**config.mk**
```make
export PLATFORM = sky130hd
export DESIGN_NAME = press_duration_mode_selector
export DESIGN_NICKNAME = d
export VERILOG_FILES = /design/src/rtl/core/pdms_pkg.sv /design/src/rtl/core/press_duration_mode_selector.sv
export SDC_FILE = /design/constraint.sdc
export NUM_CORES = 1
export LEC_CHECK = 0
export BUFFER_PORTS_ARGS = -buffer_cell sky130_fd_sc_hd__buf_2
export CAP_MARGIN = 20
export CELL_PAD_IN_SITES_DETAIL_PLACEMENT = 2
export CELL_PAD_IN_SITES_GLOBAL_PLACEMENT = 2
export CORE_UTILIZATION = 40
export CTS_CLUSTER_SIZE = 40
export DETAILED_ROUTE_END_ITERATION = 12
export PLACE_DENSITY_LB_ADDON = 0.25
export SETUP_SLACK_MARGIN = 0.02
export SLEW_MARGIN = 10
export SYNTH_ARGS = -nofsm -noshare
export SYNTH_HDL_FRONTEND = slang
export SYNTH_SLANG_ARGS = --single-unit
```
**constraint.sdc**
```tcl
create_clock -name clk -period 7.75 [get_ports clk]
set_clock_uncertainty 0.2 [all_clocks]
set_input_delay 0.775 -clock clk [delete_from_list [all_inputs] [get_ports clk]]
set_output_delay 0.775 -clock clk [all_outputs]
set_load 0.005 [all_outputs]
```
**src/rtl/core/pdms_pkg.sv**
```systemverilog
// shared types and constants for the press duration mode selector
`default_nettype none

package pdms_pkg;

  localparam logic [15:0] HOLD_MAX = 16'hFFFF;
  localparam logic [1:0]  ECON_MAX = 2'd3;

  typedef enum logic [2:0] {
    SIG_NONE   = 3'd0,
    SIG_SERIES = 3'd1,
    SIG_WRITE  = 3'd2,
    SIG_TOGGLE = 3'd3,
    SIG_CLEAR  = 3'd4,
    SIG_HALT   = 3'd5,
    SIG_ECON   = 3'd6
  } sig_t;

  typedef enum logic [3:0] {
    REG_INC_THR    = 4'd0,
    REG_SERIES_THR = 4'd1,
    REG_ECON_THR   = 4'd2,
    REG_HALT_THR   = 4'd3,
    REG_WRFAV_THR  = 4'd4,
    REG_TGFAV_THR  = 4'd5,
    REG_CLRFAV_THR = 4'd6,
    REG_FAV_EN     = 4'd7
  } cfg_reg_t;

endpackage

`default_nettype wire

```
**src/rtl/core/press_duration_mode_selector.sv**
```systemverilog
// top level of the press duration mode selector
`default_nettype none

// one-button controller that grades the length of a hold and acts on release
//
// input channel (in_valid/in_ready/pressed): one transfer per button sample
// output channel (out_valid/out_ready/...): one result transfer per sample,
//   carrying the state after that sample was applied
// config port (cfg_we/cfg_index/cfg_data): thresholds and favorites enable;
//   the user writes them only while the block is idle; the block does not enforce it
//
// a result is registered and valid in the cycle after its sample transfer
// throughput: one sample per cycle while results are taken; all grading is a
//   compare ladder between the state registers and the result register
// receiver stall: the result register holds; a new sample is still taken in
//   the cycle that the held result is taken, otherwise in_ready drops
// reset: thresholds return to their defaults, mode and series go to 1,
//   favorites, economy level, hold counter and signal clear, no result pending;
//   the favorite entry store is not cleared and is only read where written
module press_duration_mode_selector
  import pdms_pkg::*;
#(
  parameter int MODE_COUNT           = 8,
  parameter int SERIES_COUNT         = 4,
  parameter int FAV_SLOTS            = 8,
  parameter int RESET_MODE_ON_SERIES = 0
) (
  input  wire logic        clk,
  input  wire logic        rst,
  // configuration
  input  wire logic        cfg_we,
  input  wire logic [3:0]  cfg_index,
  input  wire logic [15:0] cfg_data,
  // sample channel
  input  wire logic        in_valid,
  output logic             in_ready,
  input  wire logic        pressed,
  // result channel
  output logic             out_valid,
  input  wire logic        out_ready,
  output logic             action_done,
  output logic [2:0]       pending_signal,
  output logic [3:0]       current_mode,
  output logic [2:0]       current_series,
  output logic             fav_active,
  output logic [3:0]       fav_index,
  output logic [3:0]       fav_used,
  output logic [1:0]       economy_level,
  output logic             halt_request,
  output logic [3:0]       fav_entry_mode,
  output logic [2:0]       fav_entry_series,
  output logic             watchdog_kick
);

  // store address width, at least one bit even for a single slot
  localparam int FAV_AW = (FAV_SLOTS > 1) ? $clog2(FAV_SLOTS) : 1;

  // configuration registers
  logic [15:0] inc_threshold;
  logic [15:0] series_threshold;
  logic [15:0] economy_threshold;
  logic [15:0] halt_threshold;
  logic [15:0] write_fav_threshold;
  logic [15:0] toggle_fav_threshold;
  logic [15:0] clear_fav_threshold;
  logic        favorites_enabled;

  // controller state
  logic [15:0] hold_count, hold_count_next, hold_inc;
  logic        last_level;
  logic [3:0]  mode_reg, mode_reg_next;
  logic [2:0]  series_reg, series_reg_next;
  logic        fav_on_reg, fav_on_reg_next;
  logic [3:0]  fav_ptr, fav_ptr_next;
  logic [3:0]  fav_count, fav_count_next;
  logic [1:0]  econ_reg, econ_reg_next;
  sig_t        signal_reg, signal_reg_next;

  // favorite entries, read only at pointers 1 .. fav_count
  logic [3:0]  fav_mode_store   [FAV_SLOTS];
  logic [2:0]  fav_series_store [FAV_SLOTS];

  logic              in_xfer;
  logic              stable, released;
  logic              done, halt, store_we;
  logic [FAV_AW-1:0] rd_idx, wr_idx;
  logic              entry_ok;
  logic [3:0]        entry_mode;
  logic [2:0]        entry_series;

  // result register frees up in the cycle it is taken
  assign in_ready = !out_valid || out_ready;
  assign in_xfer  = in_valid && in_ready;

  assign stable   = (pressed == last_level);
  assign released = !pressed;
  // count pressed samples, saturating
  assign hold_inc = (pressed && hold_count != HOLD_MAX) ? hold_count + 16'd1 : hold_count;
  assign wr_idx   = fav_count[FAV_AW-1:0];

  // config writes; unknown indexes are dropped
  always_ff @(posedge clk) begin
    if (rst) begin
      inc_threshold        <= 16'd2;
      series_threshold     <= 16'd100;
      economy_threshold    <= HOLD_MAX;
      halt_threshold       <= HOLD_MAX;
      write_fav_threshold  <= HOLD_MAX;
      toggle_fav_threshold <= HOLD_MAX;
      clear_fav_threshold  <= HOLD_MAX;
      favorites_enabled    <= 1'b0;
    end else if (cfg_we) begin
      case (cfg_index)
        REG_INC_THR:    inc_threshold        <= cfg_data;
        REG_SERIES_THR: series_threshold     <= cfg_data;
        REG_ECON_THR:   economy_threshold    <= cfg_data;
        REG_HALT_THR:   halt_threshold       <= cfg_data;
        REG_WRFAV_THR:  write_fav_threshold  <= cfg_data;
        REG_TGFAV_THR:  toggle_fav_threshold <= cfg_data;
        REG_CLRFAV_THR: clear_fav_threshold  <= cfg_data;
        REG_FAV_EN:     favorites_enabled    <= cfg_data[0];
        default: ;
      endcase
    end
  end

  // grading ladder: first threshold exceeded wins, action on stable release
  always_comb begin
    hold_count_next = hold_inc;
    mode_reg_next   = mode_reg;
    series_reg_next = series_reg;
    fav_on_reg_next = fav_on_reg;
    fav_ptr_next    = fav_ptr;
    fav_count_next  = fav_count;
    econ_reg_next   = econ_reg;
    signal_reg_next = signal_reg;
    done            = 1'b0;
    halt            = 1'b0;
    store_we        = 1'b0;
    if (stable) begin
      if (hold_inc > clear_fav_threshold) begin
        signal_reg_next = SIG_CLEAR;
        if (released) begin
          fav_ptr_next    = 4'd0;
          fav_count_next  = 4'd0;
          fav_on_reg_next = 1'b0;
          signal_reg_next = SIG_NONE;
          done            = 1'b1;
        end
      end else if (hold_inc > toggle_fav_threshold) begin
        signal_reg_next = SIG_TOGGLE;
        if (released) begin
          if (!fav_on_reg) begin
            fav_on_reg_next = 1'b1;
            fav_ptr_next    = 4'd1;
          end else begin
            fav_on_reg_next = 1'b0;
          end
          signal_reg_next = SIG_NONE;
          done            = 1'b1;
        end
      end else if (hold_inc > write_fav_threshold) begin
        // level taken even when blocked; lower levels are not looked at
        if (!fav_on_reg && fav_count < 4'(FAV_SLOTS)) begin
          signal_reg_next = SIG_WRITE;
          if (released) begin
            store_we        = 1'b1;
            fav_count_next  = fav_count + 4'd1;
            signal_reg_next = SIG_NONE;
            done            = 1'b1;
          end
        end
      end else if (hold_inc > halt_threshold) begin
        signal_reg_next = SIG_HALT;
        if (released) begin
          halt            = 1'b1;
          signal_reg_next = SIG_NONE;
          done            = 1'b1;
        end
      end else if (hold_inc > economy_threshold) begin
        signal_reg_next = SIG_ECON;
        if (released) begin
          econ_reg_next   = (econ_reg >= ECON_MAX) ? 2'd0 : econ_reg + 2'd1;
          signal_reg_next = SIG_NONE;
          done            = 1'b1;
        end
      end else if (hold_inc > series_threshold) begin
        if (!favorites_enabled || !fav_on_reg) begin
          signal_reg_next = SIG_SERIES;
          if (released) begin
            series_reg_next = (series_reg >= 3'(SERIES_COUNT)) ? 3'd1 : series_reg + 3'd1;
            if (RESET_MODE_ON_SERIES != 0) begin
              mode_reg_next = 4'd1;
            end
            signal_reg_next = SIG_NONE;
            done            = 1'b1;
          end
        end
      end else if (hold_inc > inc_threshold) begin
        // next mode keeps the pending signal as it is
        if (released) begin
          if (favorites_enabled && fav_on_reg) begin
            fav_ptr_next = (fav_ptr >= fav_count) ? 4'd1 : fav_ptr + 4'd1;
          end else begin
            mode_reg_next = (mode_reg >= 4'(MODE_COUNT)) ? 4'd1 : mode_reg + 4'd1;
          end
          done = 1'b1;
        end
      end
    end
    // two released samples in a row end the hold
    if (!pressed && !last_level) begin
      hold_count_next = 16'd0;
    end
  end

  // entry at the updated pointer, forwarding a write made by this sample
  always_comb begin
    rd_idx       = FAV_AW'(fav_ptr_next - 4'd1);
    entry_ok     = (fav_ptr_next != 4'd0) && (fav_ptr_next <= fav_count_next);
    entry_mode   = 4'd0;
    entry_series = 3'd0;
    if (entry_ok) begin
      if (store_we && rd_idx == wr_idx) begin
        entry_mode   = mode_reg;
        entry_series = series_reg;
      end else begin
        entry_mode   = fav_mode_store[rd_idx];
        entry_series = fav_series_store[rd_idx];
      end
    end
  end

  // state update, one sample per transfer
  always_ff @(posedge clk) begin
    if (rst) begin
      hold_count <= 16'd0;
      last_level <= 1'b0;
      mode_reg   <= 4'd1;
      series_reg <= 3'd1;
      fav_on_reg <= 1'b0;
      fav_ptr    <= 4'd0;
      fav_count  <= 4'd0;
      econ_reg   <= 2'd0;
      signal_reg <= SIG_NONE;
    end else if (in_xfer) begin
      hold_count <= hold_count_next;
      last_level <= pressed;
      mode_reg   <= mode_reg_next;
      series_reg <= series_reg_next;
      fav_on_reg <= fav_on_reg_next;
      fav_ptr    <= fav_ptr_next;
      fav_count  <= fav_count_next;
      econ_reg   <= econ_reg_next;
      signal_reg <= signal_reg_next;
    end
  end

  // favorite entry store, no reset
  always_ff @(posedge clk) begin
    if (in_xfer && store_we) begin
      fav_mode_store[wr_idx]   <= mode_reg;
      fav_series_store[wr_idx] <= series_reg;
    end
  end

  // result valid flag
  always_ff @(posedge clk) begin
    if (rst) begin
      out_valid <= 1'b0;
    end else if (in_xfer) begin
      out_valid <= 1'b1;
    end else if (out_ready) begin
      out_valid <= 1'b0;
    end
  end

  // result payload
  always_ff @(posedge clk) begin
    if (in_xfer) begin
      action_done      <= done;
      pending_signal   <= signal_reg_next;
      current_mode     <= mode_reg_next;
      current_series   <= series_reg_next;
      fav_active       <= fav_on_reg_next;
      fav_index        <= fav_ptr_next;
      fav_used         <= fav_count_next;
      economy_level    <= econ_reg_next;
      halt_request     <= halt;
      fav_entry_mode   <= entry_mode;
      fav_entry_series <= entry_series;
      watchdog_kick    <= stable;
    end
  end

`ifndef SYNTHESIS
  a_halt_is_action: assert property (@(posedge clk) disable iff (rst)
    out_valid && halt_request |-> action_done)
    else $error("halt request without action");

  a_action_needs_stable: assert property (@(posedge clk) disable iff (rst)
    out_valid && action_done |-> watchdog_kick)
    else $error("action on an unstable sample");

  a_fav_count_bound: assert property (@(posedge clk) disable iff (rst)
    fav_count <= 4'(FAV_SLOTS))
    else $error("favorite count beyond slots");

  a_hold_cleared: assert property (@(posedge clk) disable iff (rst)
    in_xfer && !pressed && !last_level |=> hold_count == 16'd0)
    else $error("hold counter not cleared after release");

  a_hold_saturates: assert property (@(posedge clk) disable iff (rst)
    in_xfer && pressed && hold_count == HOLD_MAX |=> hold_count == HOLD_MAX)
    else $error("hold counter wrapped");
`endif

endmodule

`default_nettype wire

```
==> Word-level counts from Yosys, hierarchy flattened <==
Memories as Yosys holds them, arrays and structs flattened. A register that Yosys moved wholly into a read port is not among the register bits.
Index checks and enable logic that the tools add are counted.
{ "word_totals": {"input_bits": 26, "n_memories": 2, "out_inout_bits": 33, "ram_bits": 56, "word_cells": 180, "register_bits": 176} }
{ "memory_table": {"columns": ["memory", "depth", "word_bits", "read_ports", "rd_ports_with_merged_regs", "write_ports", "line_no", "rtl"], "rows": [
  ["fav_mode_store", 8, 4, 1, 1, 1, "press_duration_mode_selector.sv:80", "logic [3:0] fav_mode_store [FAV_SLOTS];"],
  ["fav_series_store", 8, 3, 1, 1, 1, "press_duration_mode_selector.sv:81", "logic [2:0] fav_series_store [FAV_SLOTS];"]
]} }
{ "classes": {"reduce_logical": 28, "eq_ne": 9, "n_lt_le_gt_ge": 13, "bitwise": 2, "n_mux": 91, "add_sub_neg": 7} }
{ "op_table": {"columns": ["cell", "n"], "rows": [
  ["4-bit 2-to-1 mux", 32],
  ["16-bit greater-than comparator", 7],
  ["3-bit 2-to-1 mux", 22],
  ["16-bit 2-to-1 mux", 2],
  ["1-bit 2-to-1 mux", 25],
  ["2-bit 2-to-1 mux", 10],
  ["16-bit by 1-bit adder with 16-bit output (second input constant)", 1],
  ["4-bit by 3-bit equality test with 1-bit output (second input constant)", 4],
  ["16-bit inequality test (second input constant)", 1],
  ["2-bit AND reduction", 8],
  ["4-bit by 1-bit adder with 4-bit output (second input constant)", 3],
  ["4-bit by 2-bit equality test with 1-bit output (second input constant)", 2],
  ["1-bit logical AND", 7],
  ["1-bit zero test", 7],
  ["5-bit OR reduction", 1],
  ["4-bit by 1-bit equality test with 1-bit output (second input constant)", 1],
  ["4-bit >= comparator", 1],
  ["4-bit >= comparator (second input constant)", 1],
  ["4-bit less-or-equal comparator", 1],
  ["4-bit zero test", 1],
  ["4-bit less-than comparator (second input constant)", 1],
  ["4-bit nonzero test", 1],
  ["3-bit by 1-bit adder with 3-bit output (second input constant)", 1],
  ["3-bit >= comparator (second input constant)", 1],
  ["7 further kinds", 9]
]} }

==> Longest topological paths before layout <==
Gate-level depths: netlist of run 1.
{ "depth": {"ltp_word": 15, "depth_mapped": 31, "depth_no_buf": 28} }

==> Worst setup path before layout of run 1 <==
No wires, ideal clock.
{ "synth_timing": {"path_kind": "input port to flip-flop", "start": "input pressed", "end": "register fav_entry_mode[0], read port of fav_mode_store (data pin)", "t_arrival_ns": 5.732, "cell_stages": 25, "n_path_buf": 5, "slack_ns": 1.562, "required_time_ns": 7.294, "setup_ns": 0.256, "path_cell_list": "o41a_1 > buf_6 > and4_1 > clkbuf_1 > nand2_1 > or2_2 > nor2_1 > xor2_1 > ha_1 > nand4_1 > nor4_1 > nand2_1 > a21o_1 > a21oi_1 > o21ai_0 > a21o_1 > a211oi_4 > buf_6 > ha_1 > buf_1 > buf_2 > mux4_1 > nand3_1 > nand3_1 > o211a_1"} }
{ "synth_via": {"elab_chain_cells": 14, "elab_cells_between_ends": 33, "cone_classes": "add/sub: 1; order compare: 8; eq/ne: 1; mux: 19; reduce/logical: 4"} }
{ "synth_lines": {"columns": ["item", "line_no", "rtl"], "rows": [
  ["start: declaration", "press_duration_mode_selector.sv:37", "input wire logic pressed,"],
  ["1-bit logical AND", "press_duration_mode_selector.sv:98", "assign hold_inc = (pressed && hold_count != HOLD_MAX) ? hold_count + 16'd1 : hold_count;"],
  ["16-bit 2-to-1 mux", "press_duration_mode_selector.sv:98", null],
  ["16-bit greater-than comparator", "press_duration_mode_selector.sv:199", "end else if (hold_inc > inc_threshold) begin"],
  ["4-bit 2-to-1 mux", "press_duration_mode_selector.sv:199", null],
  ["4-bit 2-to-1 mux", "press_duration_mode_selector.sv:187", "end else if (hold_inc > series_threshold) begin"],
  ["4-bit 2-to-1 mux", "press_duration_mode_selector.sv:180", "end else if (hold_inc > economy_threshold) begin"],
  ["4-bit 2-to-1 mux", "press_duration_mode_selector.sv:173", "end else if (hold_inc > halt_threshold) begin"],
  ["4-bit 2-to-1 mux", "press_duration_mode_selector.sv:162", "end else if (hold_inc > write_fav_threshold) begin"],
  ["4-bit 2-to-1 mux", "press_duration_mode_selector.sv:150", "end else if (hold_inc > toggle_fav_threshold) begin"],
  ["4-bit 2-to-1 mux", "press_duration_mode_selector.sv:141", "if (hold_inc > clear_fav_threshold) begin"],
  ["4-bit 2-to-1 mux", "press_duration_mode_selector.sv:140", "if (stable) begin"],
  ["4-bit less-or-equal comparator or 4-bit nonzero test (tied branches)", "press_duration_mode_selector.sv:220", "entry_ok = (fav_ptr_next != 4'd0) && (fav_ptr_next <= fav_count_next);"],
  ["1-bit logical AND", "press_duration_mode_selector.sv:220", null],
  ["1-bit zero test (no line)", null, null],
  ["end: declaration", "press_duration_mode_selector.sv:50", "output logic [3:0] fav_entry_mode,"]
]} }
Parallel ways exist; a longest one is shown, timed or not.
A chain may end at the register's enable or synchronous reset.

==> Worst setup path after layout of run 1 <==
{ "layout_timing": {"start": "register hold_count[0]", "end": "register fav_entry_series[2], read port of fav_series_store (data pin)"} }
{ "layout_via": {"elab_chain_cells": 15, "elab_cells_between_ends": 28, "cone_classes": "add/sub: 2; order compare: 8; eq/ne: 1; mux: 13; reduce/logical: 4"} }
{ "layout_lines": {"columns": ["item", "line_no", "rtl"], "rows": [
  ["start: declaration", "press_duration_mode_selector.sv:69", "logic [15:0] hold_count, hold_count_next, hold_inc;"],
  ["start signal: assignment", "press_duration_mode_selector.sv:247", "hold_count <= hold_count_next;"],
  ["parallel branches: the longest is 2 deep, another holds 16-bit by 1-bit adder with 16-bit output", null, null],
  ["16-bit 2-to-1 mux *", "press_duration_mode_selector.sv:98", null],
  ["16-bit greater-than comparator", "press_duration_mode_selector.sv:199", null],
  ["4-bit 2-to-1 mux", "press_duration_mode_selector.sv:199", null],
  ["4-bit 2-to-1 mux", "press_duration_mode_selector.sv:187", null],
  ["4-bit 2-to-1 mux", "press_duration_mode_selector.sv:180", null],
  ["4-bit 2-to-1 mux", "press_duration_mode_selector.sv:173", null],
  ["4-bit 2-to-1 mux", "press_duration_mode_selector.sv:162", null],
  ["4-bit 2-to-1 mux", "press_duration_mode_selector.sv:150", null],
  ["4-bit 2-to-1 mux *", "press_duration_mode_selector.sv:141", null],
  ["4-bit 2-to-1 mux *", "press_duration_mode_selector.sv:140", null],
  ["via fav_ptr_next[1]", "press_duration_mode_selector.sv:74", "logic [3:0] fav_ptr, fav_ptr_next;"],
  ["4-bit less-or-equal comparator or 4-bit nonzero test (tied branches)", "press_duration_mode_selector.sv:220", null],
  ["1-bit logical AND", "press_duration_mode_selector.sv:220", null],
  ["1-bit zero test (no line)", null, null],
  ["end: declaration", "press_duration_mode_selector.sv:51", "output logic [2:0] fav_entry_series,"]
]} }
Mark *: on every way through the listed nets, which the timed path passes.

==> results of run 1 <==
==> worst min-delay path by stage <==
stage | slack, ns | from | cells past startpoint | endpoint
floorplan | 0.24 | inc_threshold[10]$_SDFFE_PP0P_ | 2 | inc_threshold[10]$_SDFFE_PP0P_
global placement | 0.24 | inc_threshold[15]$_SDFFE_PP0P_ | 2 | inc_threshold[15]$_SDFFE_PP0P_
detailed placement | 0.25 | inc_threshold[10]$_SDFFE_PP0P_ | 2 | inc_threshold[10]$_SDFFE_PP0P_
CTS | 0.26 | inc_threshold[10]$_SDFFE_PP0P_ | 2 | inc_threshold[10]$_SDFFE_PP0P_
global route | 0.28 | series_threshold[8]$_SDFFE_PP0P_ | 2 | series_threshold[8]$_SDFFE_PP0P_
finish | 0.26 | inc_threshold[10]$_SDFFE_PP0P_ | 2 | inc_threshold[10]$_SDFFE_PP0P_
==> metal layers <==
metal  wire, µm  global-route usage [%]
met5          0                       0
met3       1000                    2.49
met2      22500                    49.5
met4       1380                    8.27
met1      17400                    29.5
==> through the flow <==
step                cells  setup WS, ns  instance area [µm²]  hold slack, ns  power, mW
floorplan            1389          1.56                13000           0.236       1.55
global placement     1846          1.20                13800           0.243       1.64
detailed placement   1846         0.870                13800           0.252       1.66
CTS                  1891         0.873                14700           0.260       2.92
finish               1891         0.842                14700           0.256       2.88
global route         1891         0.391                14700           0.285       2.99
==> cells by family after synthesis <==
logic type	share of synthesized area (%)
multiplexers	3.63
XOR/XNOR	1.76
AND/OR/NAND/NOR	16.5
flip-flops	43.4
buffers and inverters	6.20
adder cells (fa/ha/maj)	12.0
AO/OA/AOI/OAI	16.5
==> synthesized netlist by cell type, types with 7 or more instances <==
| library cell | number | area [µm²] |
|---|---|---|
| a211o_1 | 67 | 587 |
| a211oi_1 | 11 | 82.6 |
| a21o_1 | 18 | 135 |
| a21oi_1 | 85 | 425 |
| a22oi_1 | 12 | 90.1 |
| and3_1 | 7 | 43.8 |
| clkbuf_1 | 56 | 210 |
| dfxtp_1 | 152 | 3040 |
| edfxtp_1 | 87 | 2610 |
| ha_1 | 125 | 1560 |
| inv_1 | 135 | 507 |
| mux4_1 | 11 | 289 |
| nand2_1 | 151 | 567 |
| nand2b_1 | 11 | 68.8 |
| nand3_1 | 40 | 200 |
| nand3b_1 | 25 | 188 |
| nand4_1 | 22 | 138 |
| nor2_1 | 144 | 541 |
| nor2b_1 | 9 | 56.3 |
| nor3_1 | 20 | 100 |
| o211a_1 | 7 | 70.1 |
| o21ai_0 | 48 | 240 |
| xnor2_1 | 17 | 149 |
==> worst max-delay path: cells and delay by family (launching register included) <==
kind | cells | cell delay, ns
buffers and inverters | 2 | 0.26
DFF | 1 | 0.30
adders and majority gates | 3 | 0.96
AOI/OAI and AO/OA | 11 | 2.39
and+or+nand+nor | 11 | 2.00
xor gates and xnor gates | 1 | 0.64
==> layout by cell type, fill, tap and decap left out, drive strengths merged, types with 40 or more instances in the layout <==
cell type  instances
dfxtp            152
inv              135
a21oi             85
nand3             40
a211o             67
nand2            151
ha               125
nor2             144
buf               90
o21ai             51
edfxtp            87
==> power by group through the flow <==
stage | Clock, mW | Combinational, mW | Sequential [mW]
floorplan | 0 | 0.177 | 1.37
global placement | 0 | 0.262 | 1.38
detailed placement | 0 | 0.279 | 1.38
CTS | 1.29 | 0.282 | 1.35
global route | 1.33 | 0.305 | 1.35
finish | 1.26 | 0.279 | 1.35
==> area by class of cell <==
type	count	area, µm²
tap	435	544
clock buffer	39	791
fill	3438	17100
inverter	137	514
sequential	239	5660
multi-input combinational	945	6590
timing repair buffer	90	533
clock inverter	6	53.8
==> run_results.csv, run 1 <==
group,metric,value,unit
timing,setup_tns,0,ns
finish,num_antenna_cells,0,
detailed_routing,wirelength,42300,µm
pwr,power.leakage,6.70,nW
clock_tree,cts_tree,"done",
clock_tree,clk_pin_slew,0.07,ns
logic_synthesis,synth_ff_type,"dfxtp_1",
global_route,first_global_vias,11800,
clock_tree,clockBufferDepth,3,
clock_tree,cts_resized,0,
timing,maxSlewHeadroom,27.7,%
global_route,grt_pass1_wl,66400,µm
finish,largest_registers,"fav_mode_store (32), fav_series_store (24)",
pwr,switching_power,719,µW
critical_path,critPathArrivalTime,7.11,ns
floorplanning,row_count,65,
critical_path,cp-end-kind,"register",
timing,period_needed,6.91,ns
logic_synthesis,syn_nets,1540,
timing,finalHoldViolations,0,
pwr,peakVddDrop,0.135,mV
pwr,power_frac_clock,43.5,%
detailed_routing,detail-route-antenna-nets,0,
timing,worst-slew-pin-transition,1.08,ns
critical_path,cp-endpoint,"fav_entry_series[2]$_SDFFCE_PN0P_",
critical_path,ff2ff_path_depth,28,
detailed_routing,vias,10600,
worst_hold_path,min_path_type,"register to register",
clock_tree,root_buffer,"clkbuf_16",
logic_synthesis,syn_avg_cell_area,9.39,µm²
floorplanning,core-area,0.0318,mm²
finish,final_core_util,46.2,%
pwr,pwr-share-seq,46.8,%
finish,synthToLayoutAreaGrowth,12.6,%
detailed_routing,wire_per_inst,22.4,µm
detailed_routing,drc,0,
clock_tree,h-tree-depth,1,
logic_synthesis,synth.distinct_cells,75,
finish,largest_reg_flops,32,
global_route,antenna_found_initial,1,
timing,fin_crit_sh,89.1,%
status,status,"complete, no violations",
floorplanning,io_pins,59,
pwr,p_per_area,196,mW/mm²
critical_path,crit_path_start_kind,"register",
logic_synthesis,synth_edf_count,87,
logic_synthesis,syn_inst,1389,
critical_path,reg2reg_to,"fav_entry_series[2]$_SDFFCE_PN0P_",
global_route,overflow,0,
finish,layout-drive-gt1-share,10.6,%
finish,fin_nets,1591,
critical_path,crit_required,7.95,ns
critical_path,worstSetupStartpoint,"hold_count[0]$_SDFFE_PP0P_",
clock_tree,clk_latency,0.54,ns
critical_path,worstSetupPathType,"register to register",
detailed_routing,drt_iter0_drc,394,
floorplanning,die_area,0.0333,mm²
clock_tree,postCtsSetupBuffers,0,
pwr,comb_power_share,9.7,%
critical_path,crit_slowest_cell,"xor2_1",
timing,rsz0062_at_grt,"false",
detailed_routing,dr.pass1.iters,5,
pwr,sw_frac_of_total,24.9,%
finish,largest_register,"fav_mode_store",
floorplanning,initial_core_util,41.0,%
floorplanning,die_x,183,µm
placement,io_buffers,58,
timing,final_max_slew_viol_count,0,
critical_path,worst-r2r-setup-slack,0.84,ns
clock_tree,clock-sinks,239,
critical_path,reg2reg_from,"hold_count[0]$_SDFFE_PP0P_",
clock_tree,cts_buffers,27,
timing,setup_violations,0,
logic_synthesis,synth_seq_cells,239,
placement,dp_hpwl,30300,µm
logic_synthesis,async_flop_share,0,%
critical_path,critPathMaxStageDelay,0.64,ns
logic_synthesis,syn-cell-area,0.0130,mm²
logic_synthesis,ys_seq_area_share,43.4,%
global_route,grt_usage,25.7,%
clock_tree,postCtsHoldBufs,0,
timing,fmax,145,MHz
pwr,internal_power,2.17,mW
detailed_routing,via_per_inst,5.63,
run,drv_cap,0,
logic_synthesis,yosys_warnings,0,
global_route,grt_max_degree,92,
critical_path,cp_max_fo,9,
floorplanning,chipHeight,183,µm
placement,globalplace.congestion,0.861,
No activity file was read; power rests on OpenSTA's default activity.
==> run 2: changes to the inputs <==
Settings changed: BUFFER_PORTS_ARGS -buffer_cell sky130_fd_sc_hd__buf_2 to -buffer_cell sky130_fd_sc_hd__buf_4.
==> run_results.csv, run 2 (synthesized netlist as in run 1, its figures left out) <==
group,metric,value,unit
status,status,"complete, no violations",
floorplanning,row_count,65,
finish,largest_reg_flops,32,
detailed_routing,wirelength,41900,µm
pwr,power,3.11,mW
timing,whs,0.254,ns
placement,globalplace.congestion,0.849,
detailed_routing,wire_per_inst,22.1,µm
timing,setup_tns,0,ns
timing,maxSlewHeadroom,27.7,%
timing,fmax,136,MHz
floorplanning,die_area,0.0333,mm²
placement,dp_hpwl,29500,µm
run,drv_cap,0,
clock_tree,h-tree-depth,1,
critical_path,cp_max_fo,8,
detailed_routing,via_per_inst,5.61,
placement,dp_slack,0.118,ns
clock_tree,clk_pin_slew,0.06,ns
critical_path,critPathArrivalTime,7.60,ns
worst_hold_path,min_path_type,"register to register",
global_route,grt_usage,25.7,%
critical_path,crit_slowest_cell,"xnor2_1",
pwr,p_per_area,208,mW/mm²
clock_tree,root_buffer,"clkbuf_16",
finish,num_antenna_cells,0,
pwr,peakVddDrop,0.166,mV
critical_path,critPathMaxStageDelay,0.55,ns
finish,largest_register,"fav_mode_store",
floorplanning,io_pins,59,
timing,fin_crit_sh,95.2,%
pwr,internal_power,2.35,mW
finish,final_core_util,47.1,%
clock_tree,cts_tree,"done",
timing,rsz0062_at_grt,"false",
pwr,pwr-share-seq,43.4,%
finish,synthToLayoutAreaGrowth,14.9,%
critical_path,reg2reg_from,"hold_count[4]$_SDFFE_PP0P_",
detailed_routing,detail-route-antenna-nets,0,
timing,final_max_slew_viol_count,0,
clock_tree,postCtsSetupBuffers,0,
finish,layout-drive-gt1-share,11.2,%
clock_tree,cts_buffers,29,
floorplanning,chipHeight,183,µm
pwr,power.leakage,6.79,nW
global_route,grt_pass1_wl,66200,µm
placement,io_buffers,58,
timing,worst-slew-pin-transition,1.08,ns
global_route,first_global_vias,11700,
detailed_routing,vias,10600,
global_route,overflow,0,
timing,setup_violations,0,
pwr,power_frac_clock,47.4,%
global_route,grt_max_degree,91,
clock_tree,postCtsHoldBufs,0,
worst_hold_path,min-delay-start,"series_threshold[15]$_SDFFE_PP0P_",
finish,layout_common_cells,"151 x nand2_1, 151 x dfxtp_1, 144 x nor2_1, 134 x inv_1, 124 x ha_1",
detailed_routing,dr.pass1.iters,4,
timing,finalHoldViolations,0,
finish,fin_nets,1587,
floorplanning,core-area,0.0318,mm²
critical_path,crit_required,7.98,ns
detailed_routing,drt_iter0_drc,524,
clock_tree,clk_latency,0.56,ns
global_route,antenna_found_initial,0,
clock_tree,clock-sinks,239,
critical_path,crit_top_cell,"nand3_1",
critical_path,crit_path_start_kind,"register",
timing,fin_ws,0.373,ns
timing,period_needed,7.38,ns
critical_path,worstSetupStartpoint,"hold_count[4]$_SDFFE_PP0P_",
finish,n_fill_cell,3415,
critical_path,cp-end-kind,"register",
pwr,switching_power,764,µW
critical_path,path_delay_family,"simple AND/OR/NAND/NOR gates",
clock_tree,clockBufferDepth,3,
pwr,comb_power_share,9.2,%
finish,largest_registers,"fav_mode_store (32), fav_series_store (24)",
detailed_routing,drc,0,
critical_path,worstSetupPathType,"register to register",
clock_tree,cts_resized,1,
floorplanning,die_x,183,µm
floorplanning,initial_core_util,41.0,%
pwr,sw_frac_of_total,24.5,%
critical_path,critPathBufInv,1,
run 2: stage by stage:
stage | std cells | cell area (µm²)
floorplan | 1389 | 13000
global placement | 1840 | 13900
detailed placement | 1840 | 13900
CTS | 1894 | 15000
global route | 1894 | 15000
finish | 1894 | 15000
run 2: layout make-up:
cell class,instances,area (µm²),area share (%)
Clock buffer,36,772,5.15
Clock inverter,18,255,1.70
Inverter,137,514,3.43
Multi-Input combinational cell,945,6610,44.1
Sequential cell,239,5660,37.7
Tap cell,435,544,3.63
Timing Repair Buffer,84,631,4.21
run 2: final timing paths:
kind	slack [ns]	to	cells past startpoint
setup / recovery	0.37	fav_entry_mode[2]$_SDFFCE_PN0P_	27
hold / removal	0.25	series_threshold[15]$_SDFFE_PP0P_	2
setup reg to reg	0.37	fav_entry_mode[2]$_SDFFCE_PN0P_	27
hold reg to reg	0.25	series_threshold[15]$_SDFFE_PP0P_	2
run 2: power by group through the flow:
stage	registers, mW	clock network [mW]	logic [mW]
floorplan	1.37	0	0.177
finish	1.35	1.47	0.285
detailed placement	1.38	0	0.283
global route	1.36	1.55	0.313
CTS	1.35	1.50	0.287
global placement	1.38	0	0.267
run 2: worst min-delay path: cells and delay by family (launching register included):
kind / cells / cell delay (ns)
compound gates: 1 / 0.05
flops: 1 / 0.31
simple gates: 1 / 0.05
run 2: routing by layer:
| layer | vias up | GRT usage, % | routed length, µm |
|---|---|---|---|
| met5 | - | 0 | 0 |
| met4 | 0 | 10.8 | 1720 |
| met3 | 81 | 2.37 | 1020 |
| met2 | 173 | 47.5 | 21700 |
| met1 | 5343 | 30.3 | 17500 |
| li1 | 5034 | - | - |
==> run 3: changes to the inputs <==
Settings changed: CELL_PAD_IN_SITES_DETAIL_PLACEMENT 2 to default, CELL_PAD_IN_SITES_GLOBAL_PLACEMENT 2 to default, CORE_UTILIZATION 40 to 55.
Clock period 7.75 ns to 9.45 ns, I/O delays scaled along.
==> run_results.csv, run 3 (synthesized netlist as in run 1, its figures left out) <==
group,metric,value,unit
status,status,"complete, no violations",
floorplanning,die_x,156,µm
detailed_routing,via_per_inst,5.78,
critical_path,cp-end-kind,"register",
finish,largest_registers,"fav_mode_store (32), fav_series_store (24)",
worst_hold_path,min_path_type,"register to register",
global_route,first_global_vias,9693,
clock_tree,cts_tree,"done",
finish,fin_nets,1570,
timing,rsz0062_at_grt,"false",
floorplanning,io_pins,59,
global_route,grt_pass1_wl,50400,µm
critical_path,reg2reg_to,"fav_entry_series[1]$_SDFFCE_PN0P_",
detailed_routing,vias,10100,
clock_tree,h-tree-depth,1,
timing,fin_crit_sh,81.0,%
timing,finalHoldViolations,0,
floorplanning,initial_core_util,56.9,%
global_route,antenna_found_initial,0,
pwr,power.leakage,6.67,nW
critical_path,crit_top_cell,"ha_1",
floorplanning,die_area,0.0243,mm²
timing,setup_violations,0,
critical_path,worst-r2r-setup-slack,1.79,ns
finish,layout-drive-gt1-share,9.52,%
global_route,grt_usage,26.4,%
placement,place_area,0.0137,mm²
timing,setup_tns,0,ns
floorplanning,core-area,0.0229,mm²
finish,synthToLayoutAreaGrowth,11.9,%
clock_tree,postCtsSetupBuffers,0,
detailed_routing,dr.pass1.iters,5,
clock_tree,postCtsHoldBufs,0,
timing,final_max_slew_viol_count,0,
finish,fin_area,0.0146,mm²
clock_tree,cts_resized,0,
critical_path,worstSetupPathType,"register to register",
worst_hold_path,holdPathStages,2,
timing,maxSlewHeadroom,29.3,%
global_route,grt_max_degree,85,
worst_hold_path,min-delay-start,"series_threshold[1]$_SDFFE_PP0P_",
clock_tree,clk_latency,0.54,ns
pwr,peakVddDrop,0.144,mV
floorplanning,chipHeight,156,µm
timing,period_needed,7.66,ns
timing,worst-slew-pin-transition,1.05,ns
run,drv_cap,0,
critical_path,critPathArrivalTime,7.75,ns
clock_tree,cts_buffers,26,
detailed_routing,detail-route-antenna-nets,0,
critical_path,cp_max_fo,19,
clock_tree,clockBufferDepth,3,
detailed_routing,drc,0,
clock_tree,clk_pin_slew,0.06,ns
pwr,p_per_area,165,mW/mm²
detailed_routing,drt_iter0_drc,755,
placement,globalplace.congestion,0.930,
finish,largest_reg_flops,32,
floorplanning,row_count,55,
finish,largest_register,"fav_mode_store",
placement,dp_hpwl,22200,µm
clock_tree,root_buffer,"clkbuf_16",
critical_path,crit_slowest_cell,"ha_1",
detailed_routing,wirelength,31800,µm
clock_tree,clock-sinks,239,
critical_path,crit_required,9.55,ns
detailed_routing,wire_per_inst,18.1,µm
critical_path,ff2ff_path_depth,19,
finish,layout_common_cells,"152 x dfxtp_1, 151 x nand2_1, 144 x nor2_1, 134 x inv_1, 125 x ha_1",
critical_path,critPathMaxStageDelay,0.67,ns
finish,num_antenna_cells,0,
worst_hold_path,min_to,"series_threshold[1]$_SDFFE_PP0P_",
finish,final_common_cell,"dfxtp_1",
critical_path,cp_cell_sequence,"ha_1, nand4_1, o41a_1, and4_1, xor2_1, ha_1, a211oi_1, o21ai_0, a221o_1, a2111oi_0, a41o_1, nand3_1, nor2_1, a211oi_4, buf_4, ha_1, xor2_1, o2111ai_2, o211a_1",
timing,fmax,131,MHz
critical_path,reg2reg_from,"hold_count[0]$_SDFFE_PP0P_",
critical_path,crit_path_start_kind,"register",
global_route,overflow,0,
placement,io_buffers,58,
[run 3: cell count changes in the layout (fill, tap and decap cells not counted), sizes merged]
cell and change:
clkinv -2, buf -14, bufinv -2, clkinvlp -2
clkbuf +1, inv -1
[run 3: area by class of cell]
type / count / area, µm²
fill: 1918 / 8320
multi-input combinational: 945 / 6590
sequential: 239 / 5660
clock buffer: 37 / 753
timing repair buffer: 70 / 526
inverter: 137 / 514
tap: 313 / 392
clock inverter: 11 / 165
[run 3: worst max path at each step]
stage,startpoint,end,slack (ns)
6_report,hold_count[0]$_SDFFE_PP0P_,fav_entry_series[1]$_SDFFCE_PN0P_,1.79
5_1_grt,hold_count[0]$_SDFFE_PP0P_,fav_entry_mode[2]$_SDFFCE_PN0P_,1.36
4_1_cts,hold_count[0]$_SDFFE_PP0P_,fav_entry_series[1]$_SDFFCE_PN0P_,1.81
3_5_place_dp,pressed,fav_entry_series[1]$_SDFFCE_PN0P_,1.62
3_3_place_gp,pressed,fav_entry_series[1]$_SDFFCE_PN0P_,1.82
2_1_floorplan,pressed,fav_entry_mode[0]$_SDFFCE_PN0P_,3.09
[run 3: layer usage]
metal / wire length [µm] / GRT usage [%] / vias up
met1: 13800 / 33.3 / 4766
met3: 1500 / 2.64 / 77
met5: 0 / 0 / -
li1: - / - / 5009
met2: 15300 / 46.4 / 272
met4: 1130 / 10.6 / 0
[run 3: critical path: cells and delay by family (launching register included)]
| family | cells | cell delay, ns |
|---|---|---|
| AOI/OAI and AO/OA | 9 | 3.04 |
| adders and majority gates | 3 | 1.32 |
| and+or+nand+nor | 4 | 1.12 |
| xor gates and xnor gates | 2 | 0.87 |
| DFF | 1 | 0.61 |
| buffers and inverters | 1 | 0.24 |
[run 3: report_power, final]
| group | total (mW) | internal [mW] | switching (mW) |
|---|---|---|---|
| logic | 0.216 | 0.0887 | 0.127 |
| clock network | 1.08 | 0.664 | 0.421 |
| registers | 1.11 | 1.09 | 0.0147 |
[run 3: through the flow]
stage / std cells / worst slack [ns] / power [mW] / hold slack [ns] / util, %
global placement: 1704 / 1.82 / 1.34 / 0.242 / 59.7
CTS: 1752 / 1.81 / 2.42 / 0.255 / 63.7
floorplan: 1389 / 3.09 / 1.27 / 0.236 / -
global route: 1752 / 1.36 / 2.49 / 0.271 / 63.7
detailed placement: 1704 / 1.62 / 1.34 / 0.247 / 59.7
finish: 1752 / 1.79 / 2.41 / 0.254 / 63.7
